<file path="config.mk">
export PLATFORM = sky130hd
export DESIGN_NAME = pdip_seq_flat
export DESIGN_NICKNAME = d
export VERILOG_FILES = /design/src/rtl/core/pdip_pkg.sv /design/src/rtl/core/pdip_channels.sv /design/src/rtl/core/pdip_seq.sv /design/src/flat_wrapper.sv
export SDC_FILE = /design/constraint.sdc
export NUM_CORES = 1
export LEC_CHECK = 0
export ABC_AREA = 1
export BUFFER_PORTS_ARGS = -buffer_cell sky130_fd_sc_hd__clkbuf_2
export CAP_MARGIN = 25
export CORE_MARGIN = 4
export CORE_UTILIZATION = 41
export CTS_CLUSTER_DIAMETER = 80
export CTS_CLUSTER_SIZE = 25
export DETAILED_ROUTE_END_ITERATION = 10
export GPL_ROUTABILITY_DRIVEN = 0
export GPL_TIMING_DRIVEN = 1
export HOLD_SLACK_MARGIN = 0.03
export PLACE_DENSITY = 0.88
export SLEW_MARGIN = 20
export SYNTH_ARGS = -nofsm -noshare
export SYNTH_HDL_FRONTEND = slang
export SYNTH_SLANG_ARGS = --single-unit
</file>
<file path="constraint.sdc">
create_clock -name clock -period 2.5 [get_ports clock]
set_input_delay 0.125 -clock clock [delete_from_list [all_inputs] [get_ports clock]]
set_output_delay 0.125 -clock clock [all_outputs]
set_load 0.02 [all_outputs]
</file>
<file path="src/rtl/core/pdip_pkg.sv">
`timescale 1ns / 1ps
`default_nettype none
// ----------------------------------------------------------------------------
// pdip_pkg
// Shared types and constants of the PIR database inner product block.
// ----------------------------------------------------------------------------
package pdip_pkg;

   localparam int DATA_W     = 64;
   localparam int HALF_W     = 32;
   localparam int REC_IDX_W  = 10;
   localparam int WORD_IDX_W = 3;
   localparam int DOMAIN_W   = 4;
   localparam int EFF_W      = 5;

   localparam logic [DOMAIN_W-1:0] DOMAIN_RESET = 4'd10;

   localparam logic KIND_LOAD = 1'b0;
   localparam logic KIND_COEF = 1'b1;

   typedef enum logic [2:0] {
      ST_IDLE,
      ST_FETCH,
      ST_MUL_LO,
      ST_MUL_XA,
      ST_MUL_XB,
      ST_WRITE_BACK,
      ST_EMIT_RD,
      ST_EMIT_OUT
   } pdip_state_type;

   typedef struct packed {
      logic acc_rd;
      logic mul_lo;
      logic mul_xa;
      logic mul_xb;
      logic write_back;
      logic clear;
   } mac_ctrl_type;

endpackage

`default_nettype wire

</file>
<file path="src/rtl/core/pdip_channels.sv">
`timescale 1ns / 1ps
`default_nettype none
// ----------------------------------------------------------------------------
// pdip_channels
// Valid/ready channels for requests and answer words.
// ----------------------------------------------------------------------------
interface pdip_req_if import pdip_pkg::*; ();
   logic                  valid;
   logic                  ready;
   logic                  kind;
   logic [REC_IDX_W-1:0]  record_index;
   logic [WORD_IDX_W-1:0] word_index;
   logic [DATA_W-1:0]     value;

   modport source (output valid, kind, record_index, word_index, value, input ready);
   modport sink   (input valid, kind, record_index, word_index, value, output ready);
endinterface

interface pdip_rsp_if import pdip_pkg::*; ();
   logic                  valid;
   logic                  ready;
   logic [WORD_IDX_W-1:0] answer_word_index;
   logic [DATA_W-1:0]     answer_value;
   logic                  last;

   modport source (output valid, answer_word_index, answer_value, last, input ready);
   modport sink   (input valid, answer_word_index, answer_value, last, output ready);
endinterface

`default_nettype wire

</file>
<file path="src/rtl/core/pdip_seq.sv">
`timescale 1ns / 1ps
`default_nettype none
// ----------------------------------------------------------------------------
// pdip_seq
// Sequencer: takes requests, steps the word loop through the shared unit,
// counts coefficients and drives the answer word register.
// ----------------------------------------------------------------------------
module pdip_seq import pdip_pkg::*; #(
   parameter int RECORD_WORDS    = 8,
   parameter int MAX_DOMAIN_BITS = 10,
   parameter int W_W             = 3,
   parameter int ADDR_W          = 13
) (
   input  wire logic                clock,
   input  wire logic                reset,
   pdip_req_if.sink                 req,
   pdip_rsp_if.source               rsp,
   input  wire logic                csr_we,
   input  wire logic [DOMAIN_W-1:0] csr_wdata,
   output      logic                store_wr_en,
   output      logic [ADDR_W-1:0]   store_wr_addr,
   output      logic                store_rd_en,
   output      logic [ADDR_W-1:0]   store_rd_addr,
   output      mac_ctrl_type        mac_ctrl,
   output      logic [W_W-1:0]      acc_addr,
   output      logic [DATA_W-1:0]   coef,
   input  wire logic [DATA_W-1:0]   acc_rdata
);

   localparam int NUM_RECORDS = 1 << MAX_DOMAIN_BITS;
   localparam int ROW_W       = MAX_DOMAIN_BITS;
   localparam int IDX_W       = MAX_DOMAIN_BITS + 1;

   pdip_state_type state_ff, state_in;

   logic [DOMAIN_W-1:0]   domain_ff;
   logic [IDX_W-1:0]      idx_ff;
   logic [ROW_W-1:0]      row_ff;
   logic [W_W-1:0]        w_ff;
   logic [DATA_W-1:0]     coef_ff;
   logic                  clear_ff;
   logic                  done_ff;
   logic                  rsp_valid_ff;
   logic [WORD_IDX_W-1:0] rsp_word_ff;
   logic [DATA_W-1:0]     rsp_value_ff;
   logic                  rsp_last_ff;

   logic [EFF_W-1:0]      eff_bits;
   logic [IDX_W-1:0]      size;
   logic [IDX_W-1:0]      idx_next;
   logic                  query_done;
   logic                  accept;
   logic                  load_ok;
   logic                  w_last;
   logic                  out_free;
   logic                  emit_load;

   always_comb begin
      if (domain_ff == '0) begin
         eff_bits = EFF_W'(1);
      end else if (EFF_W'(domain_ff) > EFF_W'(MAX_DOMAIN_BITS)) begin
         eff_bits = EFF_W'(MAX_DOMAIN_BITS);
      end else begin
         eff_bits = EFF_W'(domain_ff);
      end
   end

   assign size       = IDX_W'(1) << eff_bits;
   assign idx_next   = idx_ff + IDX_W'(1);
   assign query_done = idx_next >= size;
   assign accept     = req.valid && req.ready;
   assign load_ok    = (32'(req.record_index) < NUM_RECORDS)
                    && (32'(req.word_index) < RECORD_WORDS);
   assign w_last     = w_ff == W_W'(RECORD_WORDS - 1);
   assign out_free   = !rsp_valid_ff || rsp.ready;
   assign emit_load  = (state_ff == ST_EMIT_OUT) && out_free;

   assign store_wr_en   = accept && (req.kind == KIND_LOAD) && load_ok;
   assign store_wr_addr = ADDR_W'(ROW_W'(req.record_index)) * ADDR_W'(RECORD_WORDS)
                        + ADDR_W'(W_W'(req.word_index));
   assign store_rd_addr = ADDR_W'(row_ff) * ADDR_W'(RECORD_WORDS)
                        + ADDR_W'(w_ff);
   assign acc_addr      = w_ff;
   assign coef          = coef_ff;

   always_comb begin
      state_in = state_ff;
      case (state_ff)
         ST_IDLE: begin
            if (accept && (req.kind == KIND_COEF)) begin
               state_in = ST_FETCH;
            end
         end
         ST_FETCH:      state_in = ST_MUL_LO;
         ST_MUL_LO:     state_in = ST_MUL_XA;
         ST_MUL_XA:     state_in = ST_MUL_XB;
         ST_MUL_XB:     state_in = ST_WRITE_BACK;
         ST_WRITE_BACK: begin
            if (!w_last) begin
               state_in = ST_FETCH;
            end else if (done_ff) begin
               state_in = ST_EMIT_RD;
            end else begin
               state_in = ST_IDLE;
            end
         end
         ST_EMIT_RD:    state_in = ST_EMIT_OUT;
         ST_EMIT_OUT: begin
            if (out_free) begin
               state_in = w_last ? ST_IDLE : ST_EMIT_RD;
            end
         end
         default:       state_in = ST_IDLE;
      endcase
   end

   always_comb begin
      req.ready           = 1'b0;
      store_rd_en         = 1'b0;
      mac_ctrl            = '0;
      mac_ctrl.clear      = clear_ff;
      case (state_ff)
         ST_IDLE:       req.ready           = 1'b1;
         ST_FETCH: begin
            store_rd_en     = 1'b1;
            mac_ctrl.acc_rd = 1'b1;
         end
         ST_MUL_LO:     mac_ctrl.mul_lo     = 1'b1;
         ST_MUL_XA:     mac_ctrl.mul_xa     = 1'b1;
         ST_MUL_XB:     mac_ctrl.mul_xb     = 1'b1;
         ST_WRITE_BACK: mac_ctrl.write_back = 1'b1;
         ST_EMIT_RD:    mac_ctrl.acc_rd     = 1'b1;
         ST_EMIT_OUT:   ;
         default:       ;
      endcase
   end

   always_ff @(posedge clock) begin
      if (reset) begin
         state_ff     <= ST_IDLE;
         domain_ff    <= DOMAIN_RESET;
         idx_ff       <= '0;
         w_ff         <= '0;
         clear_ff     <= 1'b0;
         done_ff      <= 1'b0;
         rsp_valid_ff <= 1'b0;
      end else begin
         state_ff <= state_in;
         if (csr_we) begin
            domain_ff <= csr_wdata;
         end
         if (accept && (req.kind == KIND_COEF)) begin
            clear_ff <= idx_ff == '0;
            done_ff  <= query_done;
            idx_ff   <= query_done ? '0 : idx_next;
            w_ff     <= '0;
         end
         if (state_ff == ST_WRITE_BACK) begin
            w_ff <= w_last ? '0 : w_ff + W_W'(1);
         end
         if (emit_load) begin
            w_ff <= w_last ? '0 : w_ff + W_W'(1);
         end
         if (emit_load) begin
            rsp_valid_ff <= 1'b1;
         end else if (rsp.ready) begin
            rsp_valid_ff <= 1'b0;
         end
      end
   end

   always_ff @(posedge clock) begin
      if (accept && (req.kind == KIND_COEF)) begin
         coef_ff <= req.value;
         row_ff  <= idx_ff[ROW_W-1:0];
      end
      if (emit_load) begin
         rsp_word_ff  <= WORD_IDX_W'(w_ff);
         rsp_value_ff <= acc_rdata;
         rsp_last_ff  <= w_last;
      end
   end

   assign rsp.valid             = rsp_valid_ff;
   assign rsp.answer_word_index = rsp_word_ff;
   assign rsp.answer_value      = rsp_value_ff;
   assign rsp.last              = rsp_last_ff;

endmodule

`default_nettype wire

</file>
<file path="src/flat_wrapper.sv">
// flat-port wrapper written by rule: the top's interface ports become plain ports
module pdip_seq_flat import pdip_pkg::*;
#(
   parameter int RECORD_WORDS    = 8,
   parameter int MAX_DOMAIN_BITS = 10,
   parameter int W_W             = 3,
   parameter int ADDR_W          = 13
)
  (clock, reset, csr_we, csr_wdata, store_wr_en, store_wr_addr, store_rd_en, store_rd_addr, mac_ctrl, acc_addr, coef, acc_rdata, req_valid, req_kind, req_record_index, req_word_index, req_value, req_ready, rsp_valid, rsp_answer_word_index, rsp_answer_value, rsp_last, rsp_ready);
  pdip_req_if req_i ();
  pdip_rsp_if rsp_i ();
  input  wire logic clock;
  input  wire logic reset;
  input  wire logic csr_we;
  input  wire logic [DOMAIN_W-1:0] csr_wdata;
  output      logic store_wr_en;
  output      logic [ADDR_W-1:0] store_wr_addr;
  output      logic store_rd_en;
  output      logic [ADDR_W-1:0] store_rd_addr;
  output      mac_ctrl_type mac_ctrl;
  output      logic [W_W-1:0] acc_addr;
  output      logic [DATA_W-1:0] coef;
  input  wire logic [DATA_W-1:0] acc_rdata;
  input wire logic [$bits(req_i.valid)-1:0] req_valid;
  input wire logic [$bits(req_i.kind)-1:0] req_kind;
  input wire logic [$bits(req_i.record_index)-1:0] req_record_index;
  input wire logic [$bits(req_i.word_index)-1:0] req_word_index;
  input wire logic [$bits(req_i.value)-1:0] req_value;
  output wire logic [$bits(req_i.ready)-1:0] req_ready;
  output wire logic [$bits(rsp_i.valid)-1:0] rsp_valid;
  output wire logic [$bits(rsp_i.answer_word_index)-1:0] rsp_answer_word_index;
  output wire logic [$bits(rsp_i.answer_value)-1:0] rsp_answer_value;
  output wire logic [$bits(rsp_i.last)-1:0] rsp_last;
  input wire logic [$bits(rsp_i.ready)-1:0] rsp_ready;
  assign req_i.valid = req_valid;
  assign req_i.kind = req_kind;
  assign req_i.record_index = req_record_index;
  assign req_i.word_index = req_word_index;
  assign req_i.value = req_value;
  assign req_ready = req_i.ready;
  assign rsp_valid = rsp_i.valid;
  assign rsp_answer_word_index = rsp_i.answer_word_index;
  assign rsp_answer_value = rsp_i.answer_value;
  assign rsp_last = rsp_i.last;
  assign rsp_i.ready = rsp_ready;
  pdip_seq #(.RECORD_WORDS(RECORD_WORDS), .MAX_DOMAIN_BITS(MAX_DOMAIN_BITS), .W_W(W_W), .ADDR_W(ADDR_W)) u_core (.clock(clock), .reset(reset), .req(req_i), .rsp(rsp_i), .csr_we(csr_we), .csr_wdata(csr_wdata), .store_wr_en(store_wr_en), .store_wr_addr(store_wr_addr), .store_rd_en(store_rd_en), .store_rd_addr(store_rd_addr), .mac_ctrl(mac_ctrl), .acc_addr(acc_addr), .coef(coef), .acc_rdata(acc_rdata));
endmodule
</file>
==> results_dict.tcl, run 1 <==
set metrics [dict create \
    maxCapViolCount 0 \
    num_vias 5025 \
    pwr-share-comb_pct 11.1 \
    drv_slew 0 \
    tns_ns 0 \
    area_delta_synth_final_pct 59.1 \
    drive_gt1_share_pct 41.0 \
    maxClockFrequency_mhz 433 \
    cp.buffers_inverters 0 \
    finalHoldViolCount 0 \
    holdWs_ns 0.195 \
    hp-start "req_valid" \
    start_util_pct 41.9 \
    clk_latency_ns 0.42 \
    synth_edf_count 142 \
    dr_wl_met2_mm 10.6 \
    coreArea_mm2 0.0146 \
    drt-met1-wl_mm 6.69 \
    power_frac_seq_pct 49.0 \
    antenna_found_initial 1 \
    dpl.hpwl_mm 12.1 \
    die-width_um 130 \
    dr.pass1.iters 5 \
    sw_frac_of_total_pct 24.5 \
    worstPathMaxFanout 5 \
    met3_length_mm 1.70 \
    final.min_clock_period_ns 2.31 \
    p_leak_nw 4.30 \
    nets 1022 \
    reg2reg_from "u_core.idx_ff[1]$_SDFFE_PP0P_" \
    dp_cells 880 \
    async_reset_ff_share_pct 0 \
    route.top_layer_used "met4" \
    outcome "completed" \
    finalPower_w 0.00642 \
    grt_pass1_wl_mm 28.1 \
    setup_viol 0 \
    cts-buffers-inserted 17 \
    reg2reg_to "u_core.idx_ff[5]$_SDFFE_PP0P_" \
    ys_warn_count 0 \
    crit_type "reg -> reg" \
    synth-seq-area-share_pct 77.6 \
    ios 322 \
    root_buffer "clkbuf_16" \
    power_density_mw_per_mm2 660 \
    grt_pass1_vias 5099 \
    p_sw_w 0.00157 \
    htree_levels 4 \
    min_to "u_core.clear_ff$_SDFFE_PP0P_" \
    p_int_w 0.00485 \
    wl_per_cell_um 18.8 \
    ys_ff_latch 166 \
    synth_ff_type "edfxtp_1" \
    gr-usage-all-layers_pct 22.4 \
    min_path_type "in -> reg" \
    cts_tree "done" \
    worst-r2r-cell-count 14 \
    portBuffers 295 \
    die_area_mm2 0.0169 \
    stdcell_count 1054 \
    worst-r2r-setup-slack_ns 0.19 \
    fillers 961 \
    clk_pin_slew_ns 0.07 \
    cts_buffer_depth 2 \
    overflow 0 \
    worstPathArrival_ns 2.66 \
    syn_area_mm2 0.00611 \
    clock_skew_ns 0.00951 \
    cpPeakStageDelay_ns 0.36 \
    syn-num-nets 583 \
    synth_area_per_cell_um2 14.7 \
    multi_input_area_mm2 0.00105 \
    ir_drop_mv 0.498 \
    dr.first_iter.drc_count 375 \
    synthCells 417 \
    required_ns 2.84 \
    grt_max_degree 57 \
    crit_chain "ha_1, nand2_2, nor2_4, nand2_1, o21ai_2, and2_1, ha_1, a21oi_1, o21ai_0, nor2_1, nand2_1, nand2_2, nand2_4, nor2_1" \
    start_kind "flop" \
    drt-vias-per-instance 4.77 \
    routed_wl_mm 19.8 \
    ant_nets 0 \
    crit_slowest_cell "dfxtp_2" \
    synth.distinct_cells 30 \
    seqCellArea_mm2 0.00475 \
    period_share_pct 92.5 \
    holdPathStages 4 \
    end_kind "flop" \
    die_h_um 130 \
    drc_errors 0 \
    row_count 44 \
    cp_top_family "simple AND/OR/NAND/NOR gates" \
    clock_sinks 166 \
    clockPowerShare_pct 39.9 \
]
[tightest hold or removal path: cells and delay by family]
kind          cells  cell delay [ns]
buf+inv           1             0.12
simple gates      3             0.33
[kinds of logic after synthesis]
logic type               after synthesis  synth area share (%)
buffers and inverters                 69                  5.88
AO/OA/AOI/OAI                         38                  3.62
XOR/XNOR                               4                 0.573
flip-flops                           166                  77.6
adder cells (fa/ha/maj)               15                  3.07
other                                  1                0.0614
AND/OR/NAND/NOR                      124                  9.17
[cells in the mapped netlist (6+ instances only)]
cell type	number	area share, %
edfxtp_1	142	70
nand2_1	55	3.4
inv_1	47	2.9
nor2_1	33	2.0
dfxtp_1	24	7.9
buf_4	17	2.1
ha_1	15	3.1
a21oi_1	14	1.1
o21ai_0	14	1.1
nand4_1	13	1.3
nand3_1	10	0.82
o21ai_2	6	0.86
[power by group through the flow]
stage | combinational, W | sequential [W] | clock (W)
6_report | 0.000712 | 0.00315 | 0.00256
5_1_grt | 0.000777 | 0.00315 | 0.00273
4_1_cts | 0.000688 | 0.00314 | 0.00258
3_5_place_dp | 0.000502 | 0.00320 | 0
3_3_place_gp | 0.000485 | 0.00320 | 0
2_1_floorplan | 0.000235 | 0.00327 | 0
[cell type report]
cell class	count	share of cell area, %
antenna	1	0.0257
clock buffer	18	4.41
clock inverter	14	1.44
inverter	48	1.94
multi-input combinational	183	10.8
sequential	166	48.8
tap	184	2.37
timing repair buffer	440	30.2
[stage by stage]
| step | instance area (µm²) | util, % | worst slack, ns |
|---|---|---|---|
| 6_report | 9730 | 66.7 | 0.188 |
| 5_1_grt | 9730 | 66.7 | -0.0363 |
| 2_1_floorplan | 6120 | - | 0.311 |
| 4_1_cts | 9680 | 66.4 | 0.0108 |
| 3_5_place_dp | 7710 | 52.9 | 0.0737 |
| 3_3_place_gp | 7710 | 52.9 | 0.177 |
[sequential cells by signal (all words and copies together) (netlist names)]
register / count
u_core.coef: 64
u_core.rsp.answer_value: 64
u_core.idx_ff: 11
u_core.row_ff: 10
u_core.domain_ff: 4
u_core.acc_addr: 3
u_core.rsp.answer_word_index: 3
u_core.state_ff: 3
u_core.clear_ff: 1
u_core.done_ff: 1
u_core.rsp.last: 1
u_core.rsp.valid: 1
[routing by layer]
metal | track usage [%] | up-vias
met4 | 11.7 | 0
met5 | 0 | -
met2 | 40.5 | 275
met1 | 23.5 | 2354
met3 | 6.43 | 62
li1 | - | 2334
[worst max path at each step]
stage / startpoint / end / slack (ns) / depth (start not counted)
after floorplan: u_core.idx_ff[0]$_SDFFE_PP0P_ / u_core.idx_ff[10]$_SDFFE_PP0P_ / 0.31 / 15
after global placement: u_core.idx_ff[1]$_SDFFE_PP0P_ / u_core.idx_ff[3]$_SDFFE_PP0P_ / 0.18 / 15
after detailed placement: u_core.idx_ff[1]$_SDFFE_PP0P_ / u_core.idx_ff[5]$_SDFFE_PP0P_ / 0.07 / 15
after CTS: u_core.idx_ff[1]$_SDFFE_PP0P_ / u_core.idx_ff[5]$_SDFFE_PP0P_ / 0.01 / 14
after global routing: u_core.idx_ff[1]$_SDFFE_PP0P_ / u_core.idx_ff[5]$_SDFFE_PP0P_ / -0.04 / 15
final: u_core.idx_ff[1]$_SDFFE_PP0P_ / u_core.idx_ff[5]$_SDFFE_PP0P_ / 0.19 / 14
[repair_timing]
action                                  4_1_cts  5_1_grt
hold endpoints to repair                    138        0
setup buffers                                 0        0
endpoints found under the setup margin        0       11
hold buffers                                140        0
resized for setup                             0       11
[placed cells by master, fill, tap and decap left out, drive strengths merged]
| master | instances |
|---|---|
| bufinv | 1 |
| edfxtp | 142 |
| conb | 1 |
| clkbuf | 313 |
| diode | 1 |
| and2 | 2 |
| nor3 | 4 |
| o211ai | 1 |
| clkinv | 8 |
| clkinvlp | 1 |
| o31ai | 1 |
| xor2 | 4 |
| nor2 | 35 |
| nand4 | 13 |
| a21oi | 15 |
| inv | 52 |
| ha | 15 |
| o21ai | 21 |
| dlygate4sd3 | 140 |
| buf | 5 |
| nand2 | 58 |
| dfxtp | 24 |
| nor4 | 1 |
| or2 | 1 |
| nand3 | 11 |
No activity file was read; power rests on OpenSTA's default activity.
==> inputs of run 2 (changes only) <==
Settings changed: CORE_ASPECT_RATIO set to 0.7, CORE_UTILIZATION 41 to 48, PLACE_DENSITY 0.88 to 0.95.
Clock period 2.5 ns to 2.68 ns, I/O delays scaled along.
==> run 2 against run 1 <==
Compared with the run above:
- combinational power is 6.7% lower
- first-iteration DRC count stayed put
- sequential share of layout area is 0.42 points higher
- global-route usage is 4.5 points higher
- register-to-register slack hardly changed
- total power is 5.9% lower
- critical path depth is 1 higher
- count of clock-buffer cells in the layout is 1 lower
- design area is 0.85% lower
- maximum frequency is 7.0% lower
- via count is 0.90% higher
- largest cell class unchanged
- largest power group unchanged
==> results_dict.tcl, run 2 (synthesis results as in run 1) <==
set metrics [dict create \
    outcome "completed" \
    period_share_pct 92.8 \
    root_buffer "clkbuf_16" \
    final_cell_mix "295 x clkbuf_2, 142 x edfxtp_1, 138 x dlygate4sd3_1" \
    fillers 713 \
    reg2reg_from "u_core.idx_ff[0]$_SDFFE_PP0P_" \
    antenna_cells 0 \
    required_ns 2.97 \
    final.min_clock_period_ns 2.49 \
    num_vias 5070 \
    drive_gt1_share_pct 40.0 \
    grt_pass1_vias 5056 \
    ir_drop_mv 0.745 \
    rsz0062_at_grt "no" \
    gr-usage-all-layers_pct 26.9 \
    ios 322 \
    row_count 34 \
    area_delta_synth_final_pct 57.8 \
    routed_wl_mm 20.6 \
    portBuffers 295 \
    maxCapViolCount 0 \
    hp-start "csr_we" \
    setup_viol 0 \
    final_common_cell "clkbuf_2" \
    cts_buffer_depth 2 \
    wl_per_cell_um 20.1 \
    crit_start "u_core.idx_ff[0]$_SDFFE_PP0P_" \
    clock_sinks 166 \
    clk_pin_slew_ns 0.07 \
    finalPower_w 0.00604 \
    p_leak_nw 4.28 \
    cts-buffers-inserted 17 \
    ant_nets 0 \
    seqCellArea_mm2 0.00475 \
    htree_levels 4 \
    holdWs_ns 0.0583 \
    stdcell_area_mm2 0.00964 \
    die_area_mm2 0.0146 \
    maxClockFrequency_mhz 402 \
    reg2reg_to "u_core.idx_ff[7]$_SDFFE_PP0P_" \
    grt_pass1_wl_mm 28.9 \
    nets 1018 \
    start_kind "flop" \
    multi_input_area_mm2 0.00101 \
    stdcell_count 1027 \
    drv_slew 0 \
    clock_skew_ns 0.0125 \
    end_kind "flop" \
    antenna_found_initial 0 \
    drt-vias-per-instance 4.94 \
    finalHoldViolCount 0 \
    coreArea_mm2 0.0124 \
    die_h_um 102 \
    power_density_mw_per_mm2 627 \
    placed_cell_area_mm2 0.00767 \
    dr.pass1.iters 7 \
    dpl.hpwl_mm 12.9 \
    min_path_type "in -> reg" \
    start_util_pct 49.2 \
    worstPathMaxFanout 10 \
    crit_type "reg -> reg" \
    overflow 0 \
    grt_max_degree 69 \
    worstPathArrival_ns 2.78 \
    clk_latency_ns 0.41 \
    worst-r2r-setup-slack_ns 0.19 \
    worst-r2r-cell-count 15 \
    cts_tree "done" \
    drc_errors 0 \
    tns_ns 0 \
    die-width_um 143 \
    dp_cells 857 \
    holdPathStages 3 \
    min_to "u_core.domain_ff[0]$_SDFFE_PP0P_" \
    dr.first_iter.drc_count 375 \
]
-- run 2: timing repair --
item	CTS	global route
setup buffers	0	0
gates resized for setup	0	2
endpoints found under the setup margin	0	10
hold endpoints to repair	137	0
hold buffers	138	0
-- run 2: how the worst max path moves through the flow --
stage                                                end
finish                     u_core.idx_ff[7]$_SDFFE_PP0P_
global route               u_core.idx_ff[7]$_SDFFE_PP0P_
CTS                        u_core.idx_ff[7]$_SDFFE_PP0P_
detailed placement        u_core.idx_ff[10]$_SDFFE_PP0P_
global placement           u_core.idx_ff[5]$_SDFFE_PP0P_
floorplan           u_core.rsp.answer_value[0]$_DFFE_PP_
-- run 2: through the flow --
stage,setup WS (ns),utilization [%]
finish,0.193,77.6
global route,0.0162,77.6
CTS,0.111,77.6
detailed placement,0.150,61.8
global placement,0.278,61.8
floorplan,0.172,-
-- run 2: layer usage --
metal | track usage (%) | up-vias | wire, µm | part of all wire, %
met1 | 32.5 | 2420 | 7570 | 37
met3 | 6.64 | 38 | 1550 | 7.5
met2 | 47.8 | 288 | 11000 | 53
li1 | - | 2324 | - | -
met5 | 0 | - | 0 | 0
met4 | 9.13 | 0 | 501 | 2.4
-- run 2: layout make-up --
| class | count | share of cell area [%] |
|---|---|---|
| Inverter | 48 | 1.92 |
| Timing Repair Buffer | 437 | 30.2 |
| Clock inverter | 15 | 1.63 |
| Clock buffer | 17 | 4.41 |
| Tap cell | 162 | 2.10 |
| Sequential cell | 166 | 49.2 |
| Multi-Input combinational cell | 182 | 10.5 |
-- run 2: where the power goes --
part	switching (W)	internal, W
logic	0.000350	0.000314
clock network	0.00111	0.00132
registers	0.0000529	0.00289
-- run 2: worst max-delay path, stage by stage, from the launching register on --
cell and delay, ns:
dfxtp_2 0.39, ha_1 0.19, nand2_1 0.10, nor2_2 0.21
nand4_1 0.13, and2_1 0.18, ha_1 0.29, nand2_1 0.09
nor2_1 0.16, nand2_1 0.07, nor2_1 0.10, nor2_1 0.07
nand2_1 0.06, nand2_1 0.09, nand2_4 0.16, nor2_1 0.07
==> inputs of run 3 (changes only) <==
Settings changed: CORE_AREA set to 2 2 123 125, CORE_ASPECT_RATIO 0.7 to not set, CORE_MARGIN 4 to not set, CORE_UTILIZATION 48 to not set, DIE_AREA set to 0 0 125 127, PLACE_DENSITY 0.95 to 0.87.
==> run 3 against run 2 <==
Compared with the run above:
- critical path depth did not move
- design area rose by 0.87%
- final cell count rose by 2.5%
- routed wire length fell by 8.5%
- combinational power fell by 2%
- largest power group unchanged
==> results_dict.tcl, run 3 (synthesis results as in run 1) <==
set metrics [dict create \
    outcome "completed" \
    worstPathArrival_ns 2.72 \
    holdWs_ns 0.183 \
    crit_chain "ha_1, nand2_1, nor2_2, nand4_1, and2_1, ha_1, nand2_1, nor2_1, nand2_1, nor2_1, nor2_1, nand2_1, nand2_1, nand2_4, nor2_1" \
    clk_latency_ns 0.42 \
    gr-usage-all-layers_pct 23.5 \
    p_leak_nw 4.30 \
    die_h_um 127 \
    antenna_found_initial 0 \
    cpPeakStageDelay_ns 0.38 \
    ir_drop_mv 0.378 \
    drt-met1-wl_mm 6.76 \
    cts_tree "done" \
    cts-buffers-inserted 17 \
    required_ns 2.98 \
    setup_viol 0 \
    slew_headroom_pct 65.7 \
    grt_pass1_vias 5054 \
    worstPathMaxFanout 10 \
    multi_input_area_mm2 0.00101 \
    row_count 44 \
    num_vias 4984 \
    crit_type "reg -> reg" \
    drt-vias-per-instance 4.73 \
    end_kind "flop" \
    dp_cells 879 \
    die_area_mm2 0.0159 \
    drv_slew 0 \
    tns_ns 0 \
    final_common_cell "clkbuf_2" \
    clk_pin_slew_ns 0.07 \
    root_buffer "clkbuf_16" \
    rsz0062_at_grt "no" \
    grt_max_degree 42 \
    maxCapViolCount 0 \
    min_path_type "in -> reg" \
    routed_wl_mm 18.9 \
    drive_gt1_share_pct 39.9 \
    ant_nets 0 \
    stdcell_count 1053 \
    overflow 0 \
    portBuffers 295 \
    dr.pass1.iters 5 \
    ios 322 \
    dr_wl_met2_mm 10.3 \
    clock_skew_ns 0.0103 \
    post_cts_buffers 0 \
    nets 1021 \
    area_delta_synth_final_pct 59.1 \
    dpl.hpwl_mm 11.8 \
    cts_buffer_depth 2 \
    path_common_cell "nand2_1" \
    tightest_slew_ns 0.514 \
    start_util_pct 42.4 \
    drc_errors 0 \
    clock_sinks 166 \
    route.top_layer_used "met4" \
    maxClockFrequency_mhz 413 \
    met3_length_mm 1.09 \
    wl_per_cell_um 17.9 \
    dr.first_iter.drc_count 370 \
    crit_slowest_cell "dfxtp_2" \
    final.min_clock_period_ns 2.42 \
    finalHoldViolCount 0 \
    grt_pass1_wl_mm 28.1 \
    power_density_mw_per_mm2 619 \
    fillers 1030 \
    die-width_um 125 \
    htree_levels 4 \
    seqCellArea_mm2 0.00475 \
    period_share_pct 90.4 \
    coreArea_mm2 0.0144 \
    start_kind "flop" \
    final_cell_mix "295 x clkbuf_2, 142 x edfxtp_1, 141 x dlygate4sd3_1" \
]
[run 3: cell count changes in the layout (fill, tap and decap cells not counted), sizes merged]
cell and delta:
bufinv +1, clkinv +2, clkbuf +1, diode +1, inv -4, dlygate4sd3 +3
[run 3: timing repair]
| item | CTS | global route |
|---|---|---|
| endpoints found under the hold margin | 138 | 0 |
| gates resized for setup | 0 | 2 |
| endpoints found under the setup margin | 0 | 10 |
| hold buffers | 141 | 0 |
[run 3: cell type report]
cell class | instances | area share (%)
Sequential cell | 166 | 48.8
Timing Repair Buffer | 440 | 30.4
Multi-Input combinational cell | 182 | 10.4
Clock buffer | 18 | 4.41
Tap cell | 184 | 2.37
Inverter | 48 | 1.90
Clock inverter | 14 | 1.70
Antenna cell | 1 | 0.0257
[run 3: per-layer routing]
metal / up-vias / global-route usage (%)
met5: - / 0
met4: 0 / 12.0
met3: 58 / 5.32
met2: 228 / 43.4
met1: 2369 / 25.1
li1: 2329 / -
[run 3: critical path, delay by kind of cell, from the launching register on]
kind | cells | cell delay (ns)
adders and majority gates | 2 | 0.48
DFF | 1 | 0.38
and+or+nand+nor | 13 | 1.46
[run 3: where the power goes]
group / switching, W / internal, W / total [W]
clock: 0.00104 / 0.00140 / 0.00244
sequential: 0.0000469 / 0.00289 / 0.00294
combinational: 0.000333 / 0.000315 / 0.000648
total: 0.00142 / 0.00460 / 0.00602
[run 3: path summary, 6_finish.rpt]
path,from,end,slack (ns),cells past startpoint
worst max-delay path,u_core.idx_ff[0]$_SDFFE_PP0P_,u_core.idx_ff[4]$_SDFFE_PP0P_,0.26,15
worst min-delay path,req_valid,u_core.clear_ff$_SDFFE_PP0P_,0.18,4
worst max register to register,u_core.idx_ff[0]$_SDFFE_PP0P_,u_core.idx_ff[4]$_SDFFE_PP0P_,0.26,15
worst min register to register,u_core.done_ff$_SDFFE_PP0P_,u_core.done_ff$_SDFFE_PP0P_,0.48,2
[run 3: through the flow]
step / utilization [%] / instance area (µm²) / worst slack [ns] / total power [W]
after detailed placement: 53.5 / 7710 / 0.163 / 0.00346
final: 67.4 / 9730 / 0.258 / 0.00602
after CTS: 67.4 / 9720 / 0.141 / 0.00603
after global routing: 67.4 / 9720 / 0.0437 / 0.00622
after floorplan: - / 6110 / 0.172 / 0.00327
after global placement: 53.5 / 7710 / 0.275 / 0.00344
